### src/lbs_pkg.sv
// ----------------------------------------------------------------------------
// lbs_pkg
// Shared widths, types and register indexes of the line stepper.
// ----------------------------------------------------------------------------
package lbs_pkg;

	localparam int COORD_BITS = 16;
	localparam int ABS_W      = COORD_BITS + 1;
	localparam int ERR_W      = COORD_BITS + 3;
	localparam int E2_W       = COORD_BITS + 4;
	localparam int DIM_W      = 15;
	localparam int COLOR_W    = 32;
	localparam int CFG_IDX_W  = 2;
	localparam int CFG_DATA_W = 32;

	localparam logic [DIM_W-1:0]   WIDTH_RST  = DIM_W'(640);
	localparam logic [DIM_W-1:0]   HEIGHT_RST = DIM_W'(480);
	localparam logic [COLOR_W-1:0] COLOR_RST  = 32'hFF00_00FF;

	// register indexes
	localparam logic [CFG_IDX_W-1:0] REG_WIDTH  = 2'd0;
	localparam logic [CFG_IDX_W-1:0] REG_HEIGHT = 2'd1;
	localparam logic [CFG_IDX_W-1:0] REG_COLOR  = 2'd2;

	// item kinds
	localparam logic KIND_LOAD = 1'b0;
	localparam logic KIND_STEP = 1'b1;

	typedef logic signed [COORD_BITS-1:0] coord_t;
	typedef logic [ABS_W-1:0]             absd_t;
	typedef logic signed [ERR_W-1:0]      err_t;

	// classified item as it sits in the queue
	typedef struct packed {
		logic   kind;
		coord_t x0;
		coord_t y0;
		coord_t x1;
		coord_t y1;
		absd_t  adx;
		absd_t  ady;
		logic   negx;
		logic   negy;
	} item_t;

	// queue to back end
	typedef struct packed {
		logic  valid;
		item_t item;
	} q_head_t;

endpackage

### src/lbs_front.sv
// ----------------------------------------------------------------------------
// lbs_front
// Accepts input beats and classifies them: a load gets its deltas and step
// directions worked out before it enters the queue.
// ----------------------------------------------------------------------------
module lbs_front (
	input  logic            item_valid,
	input  logic            kind,
	input  lbs_pkg::coord_t start_x,
	input  lbs_pkg::coord_t start_y,
	input  lbs_pkg::coord_t end_x,
	input  lbs_pkg::coord_t end_y,
	input  logic            q_full,
	output logic            item_stall,
	output logic            push,
	output lbs_pkg::item_t  push_item
);
	import lbs_pkg::*;

	logic signed [ABS_W-1:0] dx;
	logic signed [ABS_W-1:0] dy;

	// signed deltas at one extra bit
	assign dx = ABS_W'(end_x) - ABS_W'(start_x);
	assign dy = ABS_W'(end_y) - ABS_W'(start_y);

	// hold input while the queue is full
	assign item_stall = q_full;
	assign push       = item_valid && !q_full;

	always_comb begin
		push_item.kind = kind;
		push_item.x0   = start_x;
		push_item.y0   = start_y;
		push_item.x1   = end_x;
		push_item.y1   = end_y;
		push_item.adx  = dx[ABS_W-1] ? absd_t'(-dx) : absd_t'(dx);
		push_item.ady  = dy[ABS_W-1] ? absd_t'(-dy) : absd_t'(dy);
		push_item.negx = !(start_x < end_x);
		push_item.negy = !(start_y < end_y);
	end

endmodule

### src/lbs_queue.sv
// ----------------------------------------------------------------------------
// lbs_queue
// Two-entry queue between front and back end.
// ----------------------------------------------------------------------------
module lbs_queue (
	input  logic              clk,
	input  logic              arst_n,
	input  logic              push,
	input  lbs_pkg::item_t    push_item,
	input  logic              pop,
	output logic              full,
	output lbs_pkg::q_head_t  head
);
	import lbs_pkg::*;

	item_t      mem_q [2];
	logic       wr_ptr_q;
	logic       rd_ptr_q;
	logic [1:0] count_q;

	// store entries
	always_ff @(posedge clk) begin
		if (push) begin
			mem_q[wr_ptr_q] <= push_item;
		end
	end

	// advance pointers and count
	always_ff @(posedge clk or negedge arst_n) begin
		if (!arst_n) begin
			wr_ptr_q <= 1'b0;
			rd_ptr_q <= 1'b0;
			count_q  <= 2'd0;
		end else begin
			if (push) begin
				wr_ptr_q <= !wr_ptr_q;
			end
			if (pop) begin
				rd_ptr_q <= !rd_ptr_q;
			end
			count_q <= count_q + 2'(push) - 2'(pop);
		end
	end

	assign full       = (count_q == 2'd2);
	assign head.valid = (count_q != 2'd0);
	assign head.item  = mem_q[rd_ptr_q];

endmodule

### src/lbs_back.sv
// ----------------------------------------------------------------------------
// lbs_back
// Line stepper proper: takes queued items, restarts on a load, emits one
// pixel per step into an output register and advances the error term.
// ----------------------------------------------------------------------------
module lbs_back (
	input  logic                          clk,
	input  logic                          arst_n,
	input  lbs_pkg::q_head_t              head,
	output logic                          pop,
	input  logic [lbs_pkg::DIM_W-1:0]     scr_width,
	input  logic [lbs_pkg::DIM_W-1:0]     scr_height,
	input  logic [lbs_pkg::COLOR_W-1:0]   scr_color,
	output logic                          pixel_valid,
	input  logic                          pixel_stall,
	output lbs_pkg::coord_t               pixel_x,
	output lbs_pkg::coord_t               pixel_y,
	output logic                          visible,
	output logic [lbs_pkg::COLOR_W-1:0]   color,
	output logic                          last
);
	import lbs_pkg::*;

	coord_t cur_x_q, cur_y_q, tgt_x_q, tgt_y_q;
	absd_t  adx_q, ady_q;
	logic   negx_q, negy_q;
	err_t   err_q;
	logic   active_q;
	logic   out_valid_q;

	logic                   out_free;
	logic                   do_load;
	logic                   do_step;
	logic                   at_end;
	logic                   vis;
	logic signed [E2_W-1:0] e2;
	logic signed [E2_W-1:0] neg_ady;
	logic signed [E2_W-1:0] pos_adx;
	logic                   mv_x;
	logic                   mv_y;
	err_t                   err_nx;

	// take the next item when the output register can move
	assign out_free = !out_valid_q || !pixel_stall;
	assign pop      = head.valid && out_free;
	assign do_load  = pop && (head.item.kind == KIND_LOAD);
	assign do_step  = pop && (head.item.kind == KIND_STEP) && active_q;

	// classify the current pixel
	assign at_end = (cur_x_q == tgt_x_q) && (cur_y_q == tgt_y_q);
	assign vis    = !cur_x_q[COORD_BITS-1] && !cur_y_q[COORD_BITS-1]
		&& (32'(unsigned'(cur_x_q)) < 32'(scr_width))
		&& (32'(unsigned'(cur_y_q)) < 32'(scr_height));

	// decide both moves from the doubled error term
	assign e2      = $signed({err_q, 1'b0});
	assign pos_adx = $signed({{(E2_W-ABS_W){1'b0}}, adx_q});
	assign neg_ady = -$signed({{(E2_W-ABS_W){1'b0}}, ady_q});
	assign mv_x    = (e2 > neg_ady);
	assign mv_y    = (e2 < pos_adx);
	assign err_nx  = err_q - (mv_x ? err_t'(ady_q) : '0) + (mv_y ? err_t'(adx_q) : '0);

	// line state
	always_ff @(posedge clk or negedge arst_n) begin
		if (!arst_n) begin
			active_q <= 1'b0;
		end else if (do_load) begin
			active_q <= 1'b1;
		end else if (do_step && at_end) begin
			active_q <= 1'b0;
		end
	end

	// latch endpoints on load, advance on step
	always_ff @(posedge clk) begin
		if (do_load) begin
			cur_x_q <= head.item.x0;
			cur_y_q <= head.item.y0;
			tgt_x_q <= head.item.x1;
			tgt_y_q <= head.item.y1;
			adx_q   <= head.item.adx;
			ady_q   <= head.item.ady;
			negx_q  <= head.item.negx;
			negy_q  <= head.item.negy;
			err_q   <= err_t'(head.item.adx) - err_t'(head.item.ady);
		end else if (do_step && !at_end) begin
			err_q <= err_nx;
			if (mv_x) begin
				cur_x_q <= negx_q ? cur_x_q - coord_t'(1) : cur_x_q + coord_t'(1);
			end
			if (mv_y) begin
				cur_y_q <= negy_q ? cur_y_q - coord_t'(1) : cur_y_q + coord_t'(1);
			end
		end
	end

	// output beat valid
	always_ff @(posedge clk or negedge arst_n) begin
		if (!arst_n) begin
			out_valid_q <= 1'b0;
		end else if (out_free) begin
			out_valid_q <= do_step;
		end
	end

	// output payload
	always_ff @(posedge clk) begin
		if (do_step) begin
			pixel_x <= cur_x_q;
			pixel_y <= cur_y_q;
			visible <= vis;
			color   <= scr_color;
			last    <= at_end;
		end
	end

	assign pixel_valid = out_valid_q;

endmodule

### src/bresenham_line_stepper_core.sv
// ----------------------------------------------------------------------------
// bresenham_line_stepper_core
// Bresenham line generator for all octants: load beats set the endpoints,
// step beats on a live line give a pixel each with clip flag, color, end mark.
// ----------------------------------------------------------------------------
//  channel  | handshake                 | payload
//  ---------+---------------------------+-----------------------------------
//  item     | item_valid / item_stall   | kind, start_x, start_y, end_x, end_y
//  pixel    | pixel_valid / pixel_stall | pixel_x, pixel_y, visible, color, last
//  config   | cfg_we                    | cfg_index, cfg_data
//
//  One item per clock sustained while the pixel channel is not stalled; a step's
//  pixel reaches the output through the queue slot, written at the accepting
//  edge, and then the output register. The pace is set by the back end's error
//  update, one add pair and compare per clock.
//  Reset: registers return to 640 x 480 and 0xFF0000FF, queue empties, no line.
//  A stalled pixel holds; the two-entry queue absorbs items, and item_stall
//  rises when it is full.
// ----------------------------------------------------------------------------
module bresenham_line_stepper_core (
	input  logic                             clk,
	input  logic                             arst_n,
	input  logic                             cfg_we,
	input  logic [lbs_pkg::CFG_IDX_W-1:0]    cfg_index,
	input  logic [lbs_pkg::CFG_DATA_W-1:0]   cfg_data,
	input  logic                             item_valid,
	output logic                             item_stall,
	input  logic                             kind,
	input  lbs_pkg::coord_t                  start_x,
	input  lbs_pkg::coord_t                  start_y,
	input  lbs_pkg::coord_t                  end_x,
	input  lbs_pkg::coord_t                  end_y,
	output logic                             pixel_valid,
	input  logic                             pixel_stall,
	output lbs_pkg::coord_t                  pixel_x,
	output lbs_pkg::coord_t                  pixel_y,
	output logic                             visible,
	output logic [lbs_pkg::COLOR_W-1:0]      color,
	output logic                             last
);
	import lbs_pkg::*;

	logic [DIM_W-1:0]   width_q;
	logic [DIM_W-1:0]   height_q;
	logic [COLOR_W-1:0] color_q;

	logic    push;
	item_t   push_item;
	logic    q_full;
	logic    pop;
	q_head_t head;

	// configuration registers
	always_ff @(posedge clk or negedge arst_n) begin
		if (!arst_n) begin
			width_q  <= WIDTH_RST;
			height_q <= HEIGHT_RST;
			color_q  <= COLOR_RST;
		end else if (cfg_we) begin
			case (cfg_index)
				REG_WIDTH:  width_q  <= cfg_data[DIM_W-1:0];
				REG_HEIGHT: height_q <= cfg_data[DIM_W-1:0];
				REG_COLOR:  color_q  <= cfg_data[COLOR_W-1:0];
				default: ;
			endcase
		end
	end

	lbs_front u_front (
		.item_valid (item_valid),
		.kind       (kind),
		.start_x    (start_x),
		.start_y    (start_y),
		.end_x      (end_x),
		.end_y      (end_y),
		.q_full     (q_full),
		.item_stall (item_stall),
		.push       (push),
		.push_item  (push_item)
	);

	lbs_queue u_queue (
		.clk       (clk),
		.arst_n    (arst_n),
		.push      (push),
		.push_item (push_item),
		.pop       (pop),
		.full      (q_full),
		.head      (head)
	);

	lbs_back u_back (
		.clk         (clk),
		.arst_n      (arst_n),
		.head        (head),
		.pop         (pop),
		.scr_width   (width_q),
		.scr_height  (height_q),
		.scr_color   (color_q),
		.pixel_valid (pixel_valid),
		.pixel_stall (pixel_stall),
		.pixel_x     (pixel_x),
		.pixel_y     (pixel_y),
		.visible     (visible),
		.color       (color),
		.last        (last)
	);

endmodule

### config.mk
export PLATFORM = sky130hd
export DESIGN_NAME = bresenham_line_stepper_core
export DESIGN_NICKNAME = d
export VERILOG_FILES = /design/src/lbs_pkg.sv /design/src/lbs_front.sv /design/src/lbs_queue.sv /design/src/lbs_back.sv /design/src/bresenham_line_stepper_core.sv
export SDC_FILE = /design/constraint.sdc
export NUM_CORES = 1
export LEC_CHECK = 0
export BUFFER_PORTS_ARGS = -buffer_cell sky130_fd_sc_hd__buf_2
export CORE_ASPECT_RATIO = 0.5
export CORE_MARGIN = 5
export CORE_UTILIZATION = 40
export CTS_CLUSTER_DIAMETER = 60
export DETAILED_ROUTE_END_ITERATION = 7
export PLACE_DENSITY = 0.62
export SYNTH_ARGS = -nofsm -noshare
export SYNTH_HDL_FRONTEND = slang
export SYNTH_SLANG_ARGS = --single-unit
### constraint.sdc
create_clock -name clk -period 8.2 [get_ports clk]
set_clock_uncertainty 0.15 [all_clocks]
set_input_delay 1.64 -clock clk [delete_from_list [all_inputs] [get_ports clk]]
set_output_delay 1.64 -clock clk [all_outputs]
set_load 0.01 [all_outputs]
# --- Word-level counts from Yosys, hierarchy flattened ---
# Memories as Yosys holds them, arrays and structs flattened.
# Cells that the tools add are included.
op_classes:
  add_sub_neg: 14
  n_lt_le_gt_ge: 6
  n_eq_ne: 5
  mux: 18
  bitwise_logic: 1
  n_reduce_logical: 33
op_table:
  columns: ["cell", "count"]
  rows:
  - ["$mux 16", 8]
  - ["$mux 17", 4]
  - ["$mux 19", 2]
  - ["$neg 17->17", 2]
  - ["$sub 16x16->17", 2]
  - ["$add 16x2->16 const B", 2]
  - ["$eq 16x16->1", 2]
  - ["$lt 16x15->1", 2]
  - ["$lt 16x16->1", 2]
  - ["$sub 16x2->16 const B", 2]
  - ["$gt 20x20->1", 1]
  - ["$lt 20x18->1", 1]
  - ["$neg 17->20", 1]
  - ["$add 19x19->19", 1]
  - ["$sub 19x19->19", 1]
  - ["$sub 17x17->18", 1]
  - ["$logic_and 1x1->1", 11]
  - ["$logic_not 1->1", 10]
  - ["$reduce_and 2->1", 5]
  - ["$reduce_bool 2->1", 5]
  - ["$eq 2x2->1 const B", 2]
  - ["$mux 1", 4]
  - ["$add 2x1->2", 1]
  - ["$eq 2x1->1 const B", 1]
  - ["other kinds (4)", 4]
word_totals:
  ff_bits: 253
  mem_bits_rw: 202
  inputBits: 104
  out_inout_bits: 68
  wordCells: 100
  memories: 1
mem_list:
  columns: ["name", "words", "width", "read_ports", "rd_clocked_by_memory_dff", "wr", "line", "source"]
  rows:
  - ["u_queue.mem_q", 2, 101, 1, 0, 1, "lbs_queue.sv:16", "item_t mem_q [2];"]

# --- Logic depth before layout (Yosys ltp) ---
# Gate-level depths: netlist of the first run.
logic_depth:
  word_depth: 8
  depth_mapped: 27
  ltp_nobuf: 26

# --- Hierarchy ---
# From an unflattened synthesis of the first run, not the netlist that was laid out.
hier_totals:
  cells_unflattened: 1941
  hier_area_um2: 24927.7
by_module_without_submodules:
  columns: ["mod", "n_inst", "cells_per_inst", "area_each_um2", "seq_area_each_um2"]
  rows:
  - ["lbs_back", 1, 1052, 11762.5, 5605.4]
  - ["lbs_queue", 1, 329, 7810.0, 6165.9]
  - ["lbs_front", 1, 428, 2984.1, 0.0]
  - ["bresenham_line_stepper_core", 1, 132, 2371.0, 1579.0]

# --- Worst setup path before layout of the first run ---
# No wires, ideal clock.
synth_timing:
  path_kind: "input-to-reg"
  from: "input item_valid"
  to: "memory u_queue.mem_q[0][0] in the netlist's numbering (enable)"
  setup_ps: 562
  arrival_time_ps: 5932
  required_ps: 7488
  setup_slack_ps: 1556
  cell_stages: 2
  n_path_buf: 0
  path_cell_list: "nand2_1 -> nor2_1"
synth_via:
  elab_chain_len: 3
synth_rtl:
  columns: ["item", "line", "source"]
  rows:
  - ["from (decl)", "bresenham_line_stepper_core.sv:26", "input logic item_valid,"]
  - ["$logic_and 1x1->1", "lbs_front.sv:29", "assign push = item_valid && !q_full;"]
  - ["$mux 1", "lbs_queue.sv:23", "if (push) begin"]
  - ["$mux 1 (implied by the code)", "lbs_queue.sv:24", "mem_q[wr_ptr_q] <= push_item;"]
  - ["to (decl)", "lbs_queue.sv:16", null]
# Every way passes these cells.

# --- Worst setup path after layout of the first run ---
layout_timing:
  from: "register u_back.ady_q[7]"
  to: "register u_back.err_q[17] (data pin)"
layout_via:
  elab_chain_len: 7
layout_rtl:
  columns: ["item", "line", "source"]
  rows:
  - ["from (decl)", "lbs_back.sv:25", "absd_t adx_q, ady_q;"]
  - ["from (signal assigned)", "lbs_back.sv:82", "ady_q <= head.item.ady;"]
  - ["$neg 17->20", "lbs_back.sv:58", "assign neg_ady = -$signed({{(E2_W-ABS_W){1'b0}}, ady_q});"]
  - ["$gt 20x20->1", "lbs_back.sv:59", "assign mv_x = (e2 > neg_ady);"]
  - ["$mux 17 *", "lbs_back.sv:61", "assign err_nx = err_q - (mv_x ? err_t'(ady_q) : '0) + (mv_y ? err_t'(adx_q) : '0);"]
  - ["$sub 19x19->19 *", "lbs_back.sv:61", null]
  - ["$add 19x19->19 *", "lbs_back.sv:61", null]
  - ["$mux 19 *", "lbs_back.sv:86", "end else if (do_step && !at_end) begin"]
  - ["$mux 19 *", "lbs_back.sv:76", "if (do_load) begin"]
  - ["to (signal assigned)", "lbs_back.sv:85", "err_q <= err_t'(head.item.adx) - err_t'(head.item.ady);"]
  - ["to (signal assigned)", "lbs_back.sv:87", "err_q <= err_nx;"]
  - ["to (decl)", "lbs_back.sv:27", "err_t err_q;"]
# Every way passes the cells marked *; elsewhere a longest branch is shown, timed or not. The select of a mux whose other input is x is not followed.
# A chain may end at the register's enable or synchronous reset.

==> results of run 1 <==
cell usage in the layout, fill, tap and decap left out, types with 24 or more instances in the layout:
master / netlist / layout
mux2i_1: 45 / 45
edfxtp_1: 387 / 387
inv_1: 188 / 188
and2_1: 26 / 26
nand2b_1: 26 / 26
nand2_1: 93 / 93
clkbuf_16: 0 / 47
nand3_1: 27 / 27
nor2_1: 87 / 85
xor2_1: 47 / 47
nor2b_1: 24 / 24
o21ai_0: 84 / 84
xnor2_1: 106 / 106
dfrtp_1: 46 / 45
mux2_2: 104 / 104
a21o_1: 40 / 40
buf_2: 3 / 170
a21oi_1: 100 / 100
a211oi_1: 25 / 25
ha_1: 166 / 166
kinds of logic (layout without fill, tap and decap cells):
kind of cell / after synthesis / after routing / share of synthesized area
other cells: 0 / 1 / 0
buf+inv: 231 / 455 / 0.03667
fa+ha+maj: 188 / 188 / 0.1038
simple gates: 406 / 406 / 0.08607
xor+xnor: 153 / 153 / 0.05523
flops: 455 / 455 / 0.5503
mux: 150 / 150 / 0.06740
compound gates: 372 / 372 / 0.1006
Yosys cell counts (6+ instances only):
| cell | n | area [um^2] |
|---|---|---|
| a211o_1 | 9 | 78.83 |
| a211oi_1 | 25 | 187.7 |
| a21o_1 | 40 | 300.3 |
| a21oi_1 | 100 | 500.5 |
| a311oi_1 | 6 | 52.55 |
| a31o_2 | 6 | 52.55 |
| a31oi_1 | 18 | 112.6 |
| and2_1 | 26 | 162.7 |
| and3_1 | 11 | 68.82 |
| buf_1 | 7 | 26.28 |
| clkbuf_1 | 29 | 108.9 |
| dfrtp_1 | 46 | 1151 |
| dfstp_2 | 22 | 578.1 |
| edfxtp_1 | 387 | 11620 |
| fa_1 | 22 | 440.4 |
| ha_1 | 166 | 2077 |
| inv_1 | 188 | 705.7 |
| mux2_2 | 104 | 1171 |
| mux2i_1 | 45 | 450.4 |
| nand2_1 | 93 | 349.1 |
| nand2b_1 | 26 | 162.7 |
| nand3_1 | 27 | 135.1 |
| nand3b_1 | 7 | 52.55 |
| nand4_1 | 22 | 137.6 |
| nor2_1 | 87 | 326.6 |
| nor2b_1 | 24 | 150.1 |
| nor3_1 | 22 | 110.1 |
| nor4_1 | 14 | 87.58 |
| o211ai_1 | 9 | 67.56 |
| o21a_1 | 10 | 75.07 |
| o21ai_0 | 84 | 420.4 |
| o21bai_1 | 6 | 45.04 |
| o31ai_1 | 11 | 82.58 |
| or2_2 | 10 | 62.56 |
| or3_1 | 19 | 118.9 |
| xnor2_1 | 106 | 928.4 |
| xor2_1 | 47 | 411.6 |
worst paths after layout:
path	to	slack, ns
max in group asynchronous	u_queue.rd_ptr_q$_DFFE_PN0P_	6.07
worst min-delay path	u_back.color[16]$_DFFE_PP_	0.29
worst max register to register	u_back.err_q[17]$_DFFE_PP_	0.89
worst max-delay path	u_back.err_q[17]$_DFFE_PP_	0.89
min in group asynchronous	height_q[4]$_DFFE_PN0P_	0.77
worst min register to register	u_back.color[16]$_DFFE_PP_	0.29
area by class of cell:
cell class,instances,share of cell area
Clock inverter,25,0.009212
Tap cell,812,0.03685
Sequential cell,455,0.4843
Inverter,189,0.02582
Multi-Input combinational cell,1269,0.3644
Clock buffer,55,0.04411
Timing Repair Buffer,186,0.03521
Antenna cell,1,0.00009076
per-stage QoR:
step / total power [mW] / instance area [um^2] / cells
detailed placement: 11.01 / 26100 / 2911
finish: 13.09 / 27570 / 2992
global route: 14.10 / 27570 / 2992
floorplan: 9.141 / 24260 / 1955
CTS: 13.14 / 27570 / 2991
global placement: 10.90 / 26100 / 2911
state kept, by name (all words and copies together), names as in the netlist, 2 cells and up:
name             flops
color_q             32
u_queue.mem_q      202
u_back.ady_q        17
u_back.pixel_x      16
u_back.tgt_x_q      16
u_back.pixel_y      16
width_q             15
u_back.adx_q        17
u_back.color        32
u_back.tgt_y_q      16
u_back.err_q        19
height_q            15
u_back.cur_y_q      16
u_back.cur_x_q      16
u_queue.count_q      2
where the power goes:
| part | switching, mW | total, mW | internal [mW] |
|---|---|---|---|
| Sequential | 0.552 | 4.34 | 3.79 |
| Combinational | 3.92 | 6.66 | 2.73 |
| Clock | 0.896 | 2.08 | 1.19 |
worst register-to-register path, stage by stage, from the launching register on:
cell and delay [ns]:
edfxtp_1 0.44, or3_1 0.44, or4_1 0.48, nor2_1 0.16, nand3_1 0.14, nor4_1 0.30
xor2_1 0.12, ha_1 0.29, nand4_1 0.12, nor4_1 0.41, o21a_1 0.19, a211oi_1 0.05
xnor2_1 0.15, a31oi_1 0.44, and2_1 0.23, fa_1 0.41, inv_1 0.11, ha_1 0.25
a211oi_1 0.28, o21ai_0 0.19, a311oi_1 0.63, o21ai_0 0.24, a211oi_1 0.38, a21oi_1 0.14
xor2_1 0.16, a21o_1 0.17
routing by layer:
| metal | global-route usage | part of all wire | vias up | routed length, um |
|---|---|---|---|---|
| li1 | - | - | 7550 | - |
| met1 | 0.2493 | 0.47 | 7632 | 27620 |
| met2 | 0.2805 | 0.46 | 321 | 26890 |
| met3 | 0.02700 | 0.052 | 67 | 3070 |
| met4 | 0.03720 | 0.019 | 0 | 1091 |
| met5 | 0 | 0 | - | 0 |
==> metrics.txt, run 1 <==
Max-cap violations 0; final hold violations 0; CP delay by family, top compound AO/OA/AOI/OAI gates; # IOs 172; Multi-input gate area 0.01005 mm^2; number of synthesized flops with an enable pin 387; top_reg_cell synth edfxtp_1; Worst EP arrival 7.46 ns; total CTS buffers 45; slack of the critical path 0.8882 ns; Initial Utilization 0.4066; Post-CTS Setup Inserts 0; leakage 11.16 nW; Worst setup EP type register; Max Fclk 0.1368 GHz; peak supply drop 0.0002784 V; largest net degree at the start of global routing 67; Syn. warnings 0; slowest stage cell, crit path a311oi_1; Hold WS 0.2918 ns; HP Start color_q[16]$_DFFE_PN0P_; TNS Setup 0 ns; RSZ-0062 raised after global routing no; first-pass GRT wire length 88090 um; buffer and inverter count on the worst path 1; Resized cells post-CTS 0; Yosys reg bits 455; Via Count 15.57k; antenna violations before repair 3; wire length per cell 19.61 um; vias per cell 5.204; Critical Path RT 8.35 ns; Final Cycle Share 0.8917; GRT overflow 0; worst r2r src u_back.ady_q[7]$_DFFE_PP_; number of global-route vias before repair 15.11k; layout cells sized above 1 0.1927; Worst Setup Slack post-DPL 0.9236 ns; status finished, final reports clean; Detailed Place HPWL 43230 um; WP depth 25; Cells after Synth 1955; Layout Nets 2438; Finished Core Util 0.4621; crit path kind reg -> reg; # rows 63; fin. max-slew vios 0; critical path startpoint category register; clk slew on worst S/H paths 0.06 ns; router iterations before antenna repair 6; Worst-Margin Slew 1.097 ns; CTS tree built; worst hold stages 0; Die ar. 0.06598 mm^2; critical path startpoint u_back.ady_q[7]$_DFFE_PP_; r2r worst-path depth 25; Placeable Area 0.05967 mm^2; Root Buffer clkbuf_16; Clock Path Buffers 3; Post-synth ARST share 0.1495; sequential cell area 0.01335 mm^2; Syn Nets 2247; Mapped Avg Cell Area 12.41 um^2; Seq/Total Area, Yosys 0.5503; CP peak stage delay 0.63 ns; antenna-violating nets left 0; most used cell, CP a211oi_1; Distinct cells, synth 77; Setup-failing EPs final 0; clock latency on the worst-skew pair 0.57 ns; Die X 358.3 um; GPL Wtd Cong 0.8630; I/O Buffers 171; CP max FO 6; initial DRC count 1012; crit path time final 7.312 ns; Hold-fix buffers, CTS 0; fillers 5402; max_slew headroom 0.2667; type of the tightest min-delay check reg -> reg; DRC Markers 0; area delta synth->final 13.65%; overall routing resource usage 0.1735; Die Height 184.2 um; htree depth 2; Cell Area, Synth 0.02426 mm^2; Routed WL 58670 um; Power Density 474.6 mW/mm^2; clock sink total 455
(Power assumes the default switching activity.)
==> inputs of run 2 (changes only) <==
BUFFER_PORTS_ARGS = not set   (was -buffer_cell sky130_fd_sc_hd__buf_2)
DONT_BUFFER_PORTS = 1   (was not set)
PLACE_DENSITY = 0.59   (was 0.62)
==> run 2 against run 1 <==
Effect of this change: count of clock-buffer cells in the layout down 4; fmax rose by 3.3%; flip-flop and latch count stayed put; die area unchanged; utilization fell by 1.5 points; largest power group unchanged.
==> metrics.txt, run 2 (synthesized netlist as in run 1, its figures left out) <==
status finished, final reports clean (unchanged); clock sink total 455 (unchanged); leakage 10.46 nW (was 11.16 nW); Setup-failing EPs final 0 (unchanged); total CTS buffers 43 (was 45); Clock Path Buffers 3 (unchanged); clk slew on worst S/H paths 0.06 ns (about the same); Layout Nets 2264 (was 2438); Via Count 14.87k (was 15.57k); vias per cell 5.285 (was 5.204); Detailed Place HPWL 42010 um (was 43230 um); Post-Layout Inst Area 0.02669 mm^2 (was 0.02757 mm^2); critical path startpoint category register (unchanged); RSZ-0062 raised after global routing no (unchanged); # diodes 0 (was 1); Worst-Margin Slew 0.9598 ns (was 1.097 ns); Die X 358.3 um (unchanged); Resized cells post-CTS 0 (unchanged); Max Fclk 0.1413 GHz (was 0.1368 GHz); Final Cycle Share 0.8632 (was 0.8917); most frequent cells in the layout edfxtp_1 (387), inv_1 (188), ha_1 (166) (was edfxtp_1 (387), inv_1 (188), buf_2 (170)); GRT overflow 0 (unchanged); layout cells sized above 1 0.1234 (was 0.1927); fin. max-slew vios 0 (unchanged); Initial Utilization 0.4066 (unchanged); DRC Markers 0 (unchanged); Die ar. 0.06598 mm^2 (unchanged); worst r2r src u_back.ady_q[7]$_DFFE_PP_ (unchanged); first-pass GRT wire length 87160 um (was 88090 um); Worst setup EP type register (unchanged); peak supply drop 0.0003020 V (was 0.0002784 V); Hold-fix buffers, CTS 0 (unchanged); type of the tightest min-delay check reg -> reg (unchanged); dpl cell area 0.02523 mm^2 (was 0.02610 mm^2); area delta synth->final 10.01% (was 13.65%); Routed WL 57280 um (was 58670 um); Worst Setup Slack post-DPL 1.201 ns (was 0.9236 ns); Finished Core Util 0.4473 (was 0.4621); slack of the critical path 1.122 ns (was 0.8882 ns); TNS Setup 0 ns (unchanged); antenna-violating nets left 0 (unchanged); HP Start color_q[20]$_DFFE_PN0P_ (was color_q[16]$_DFFE_PN0P_); Inst Count DP 2739 (was 2911); Max-cap violations 0 (unchanged); GPL Wtd Cong 0.8576 (was 0.8630); Finished Layout Cells 2814 (was 2992); Root Buffer clkbuf_16 (unchanged); overall routing resource usage 0.1707 (was 0.1735); CP max FO 17 (was 6); Die Height 184.2 um (unchanged); crit path kind reg -> reg (unchanged); Post-CTS Setup Inserts 0 (unchanged); router iterations before antenna repair 5 (was 6); clock latency on the worst-skew pair 0.56 ns (was 0.57 ns); number of global-route vias before repair 14.28k (was 15.11k); Power Density 480.2 mW/mm^2 (was 474.6 mW/mm^2); Largest Register u_queue.mem_q (unchanged); fillers 5425 (was 5402); htree depth 2 (unchanged); largest net degree at the start of global routing 69 (was 67); commonest non-fill, non-tap cell in the layout edfxtp_1 (unchanged); final hold violations 0 (unchanged); Placeable Area 0.05967 mm^2 (unchanged); largest registers u_queue.mem_q x202, color_q x32, u_back.color x32 (unchanged); initial DRC count 1024 (was 1012); critical path startpoint u_back.ady_q[7]$_DFFE_PP_ (unchanged); crit path time final 7.078 ns (was 7.312 ns); max FFs per register 202 (unchanged); wire length per cell 20.35 um (was 19.61 um); I/O Buffers 0 (was 171); max_slew headroom 0.3601 (was 0.2667); # rows 63 (unchanged); Critical Path RT 8.36 ns (was 8.35 ns); antenna violations before repair 0 (was 3); CTS tree built (unchanged); # IOs 172 (unchanged); Worst EP arrival 7.24 ns (was 7.46 ns)
## run 2: cell count changes in the layout (fill, tap and decap cells not counted)
cell and delta:
clkbuf_1 -1, clkinv_4 -1, clkbuf_16 -3, diode_2 -1, buf_2 -170, buf_4 -2, clkinvlp_4 +1, inv_8 -1
bufinv_16 +3, clkinv_1 -3
## run 2: final timing paths
kind	cells past startpoint	slack, ns	to
worst max-delay path	26	1.12	u_back.err_q[17]$_DFFE_PP_
max in group asynchronous	0	7.02	color_q[5]$_DFFE_PN1P_
worst min-delay path	0	0.29	u_back.color[20]$_DFFE_PP_
worst min register to register	0	0.29	u_back.color[20]$_DFFE_PP_
min in group asynchronous	0	0.61	u_queue.wr_ptr_q$_DFFE_PN0P_
worst max register to register	26	1.12	u_back.err_q[17]$_DFFE_PP_
## run 2: per-stage QoR
step                      power, mW  hold WS (ns)
after floorplan               9.141        0.2694
after global placement        10.68        0.2713
after detailed placement      10.75        0.2773
after CTS                     12.92        0.2890
after global routing          13.84        0.2984
final                         12.82        0.2932
## run 2: layer usage
layer | up-vias | part of all wire | global-route usage
met5 | - | 0 | 0
met4 | 0 | 0.024 | 0.04133
met3 | 80 | 0.045 | 0.02739
met2 | 289 | 0.44 | 0.2657
met1 | 7313 | 0.49 | 0.2511
li1 | 7190 | - | -
## run 2: final cells by class
cell class	count	area, um^2	share of cell area
inverter	189	711.9	0.02667
tap	812	1016	0.03806
clock inverter	24	320.3	0.01200
clock buffer	51	1137	0.04261
timing repair buffer	14	105.1	0.003938
multi-input combinational	1269	10050	0.3764
sequential	455	13350	0.5003
## run 2: critical path, cell delays in order (launching register included)
cell and delay [ns]:
edfxtp_1 0.43, or3_1 0.45, or4_1 0.44, nor2_1 0.14
nand3_1 0.15, nor4_1 0.28, xor2_1 0.12, ha_1 0.29
nand4_1 0.12, nor4_1 0.39, o21a_1 0.18, a211oi_1 0.05
xnor2_1 0.20, a31oi_1 0.07, buf_4 0.21, and2_1 0.18
fa_1 0.51, inv_1 0.07, ha_1 0.31, a211oi_1 0.27
o21ai_0 0.21, a311oi_1 0.47, o21ai_0 0.25, a211oi_1 0.39
a21oi_1 0.15, xor2_1 0.16, a21o_1 0.18
## run 2: where the power goes
part           internal (mW)  switching, mW  total, mW  leakage, nW
registers               3.80          0.664       4.47         4.42
logic                   2.62           3.63       6.25         5.33
clock network           1.22          0.883       2.10        0.711
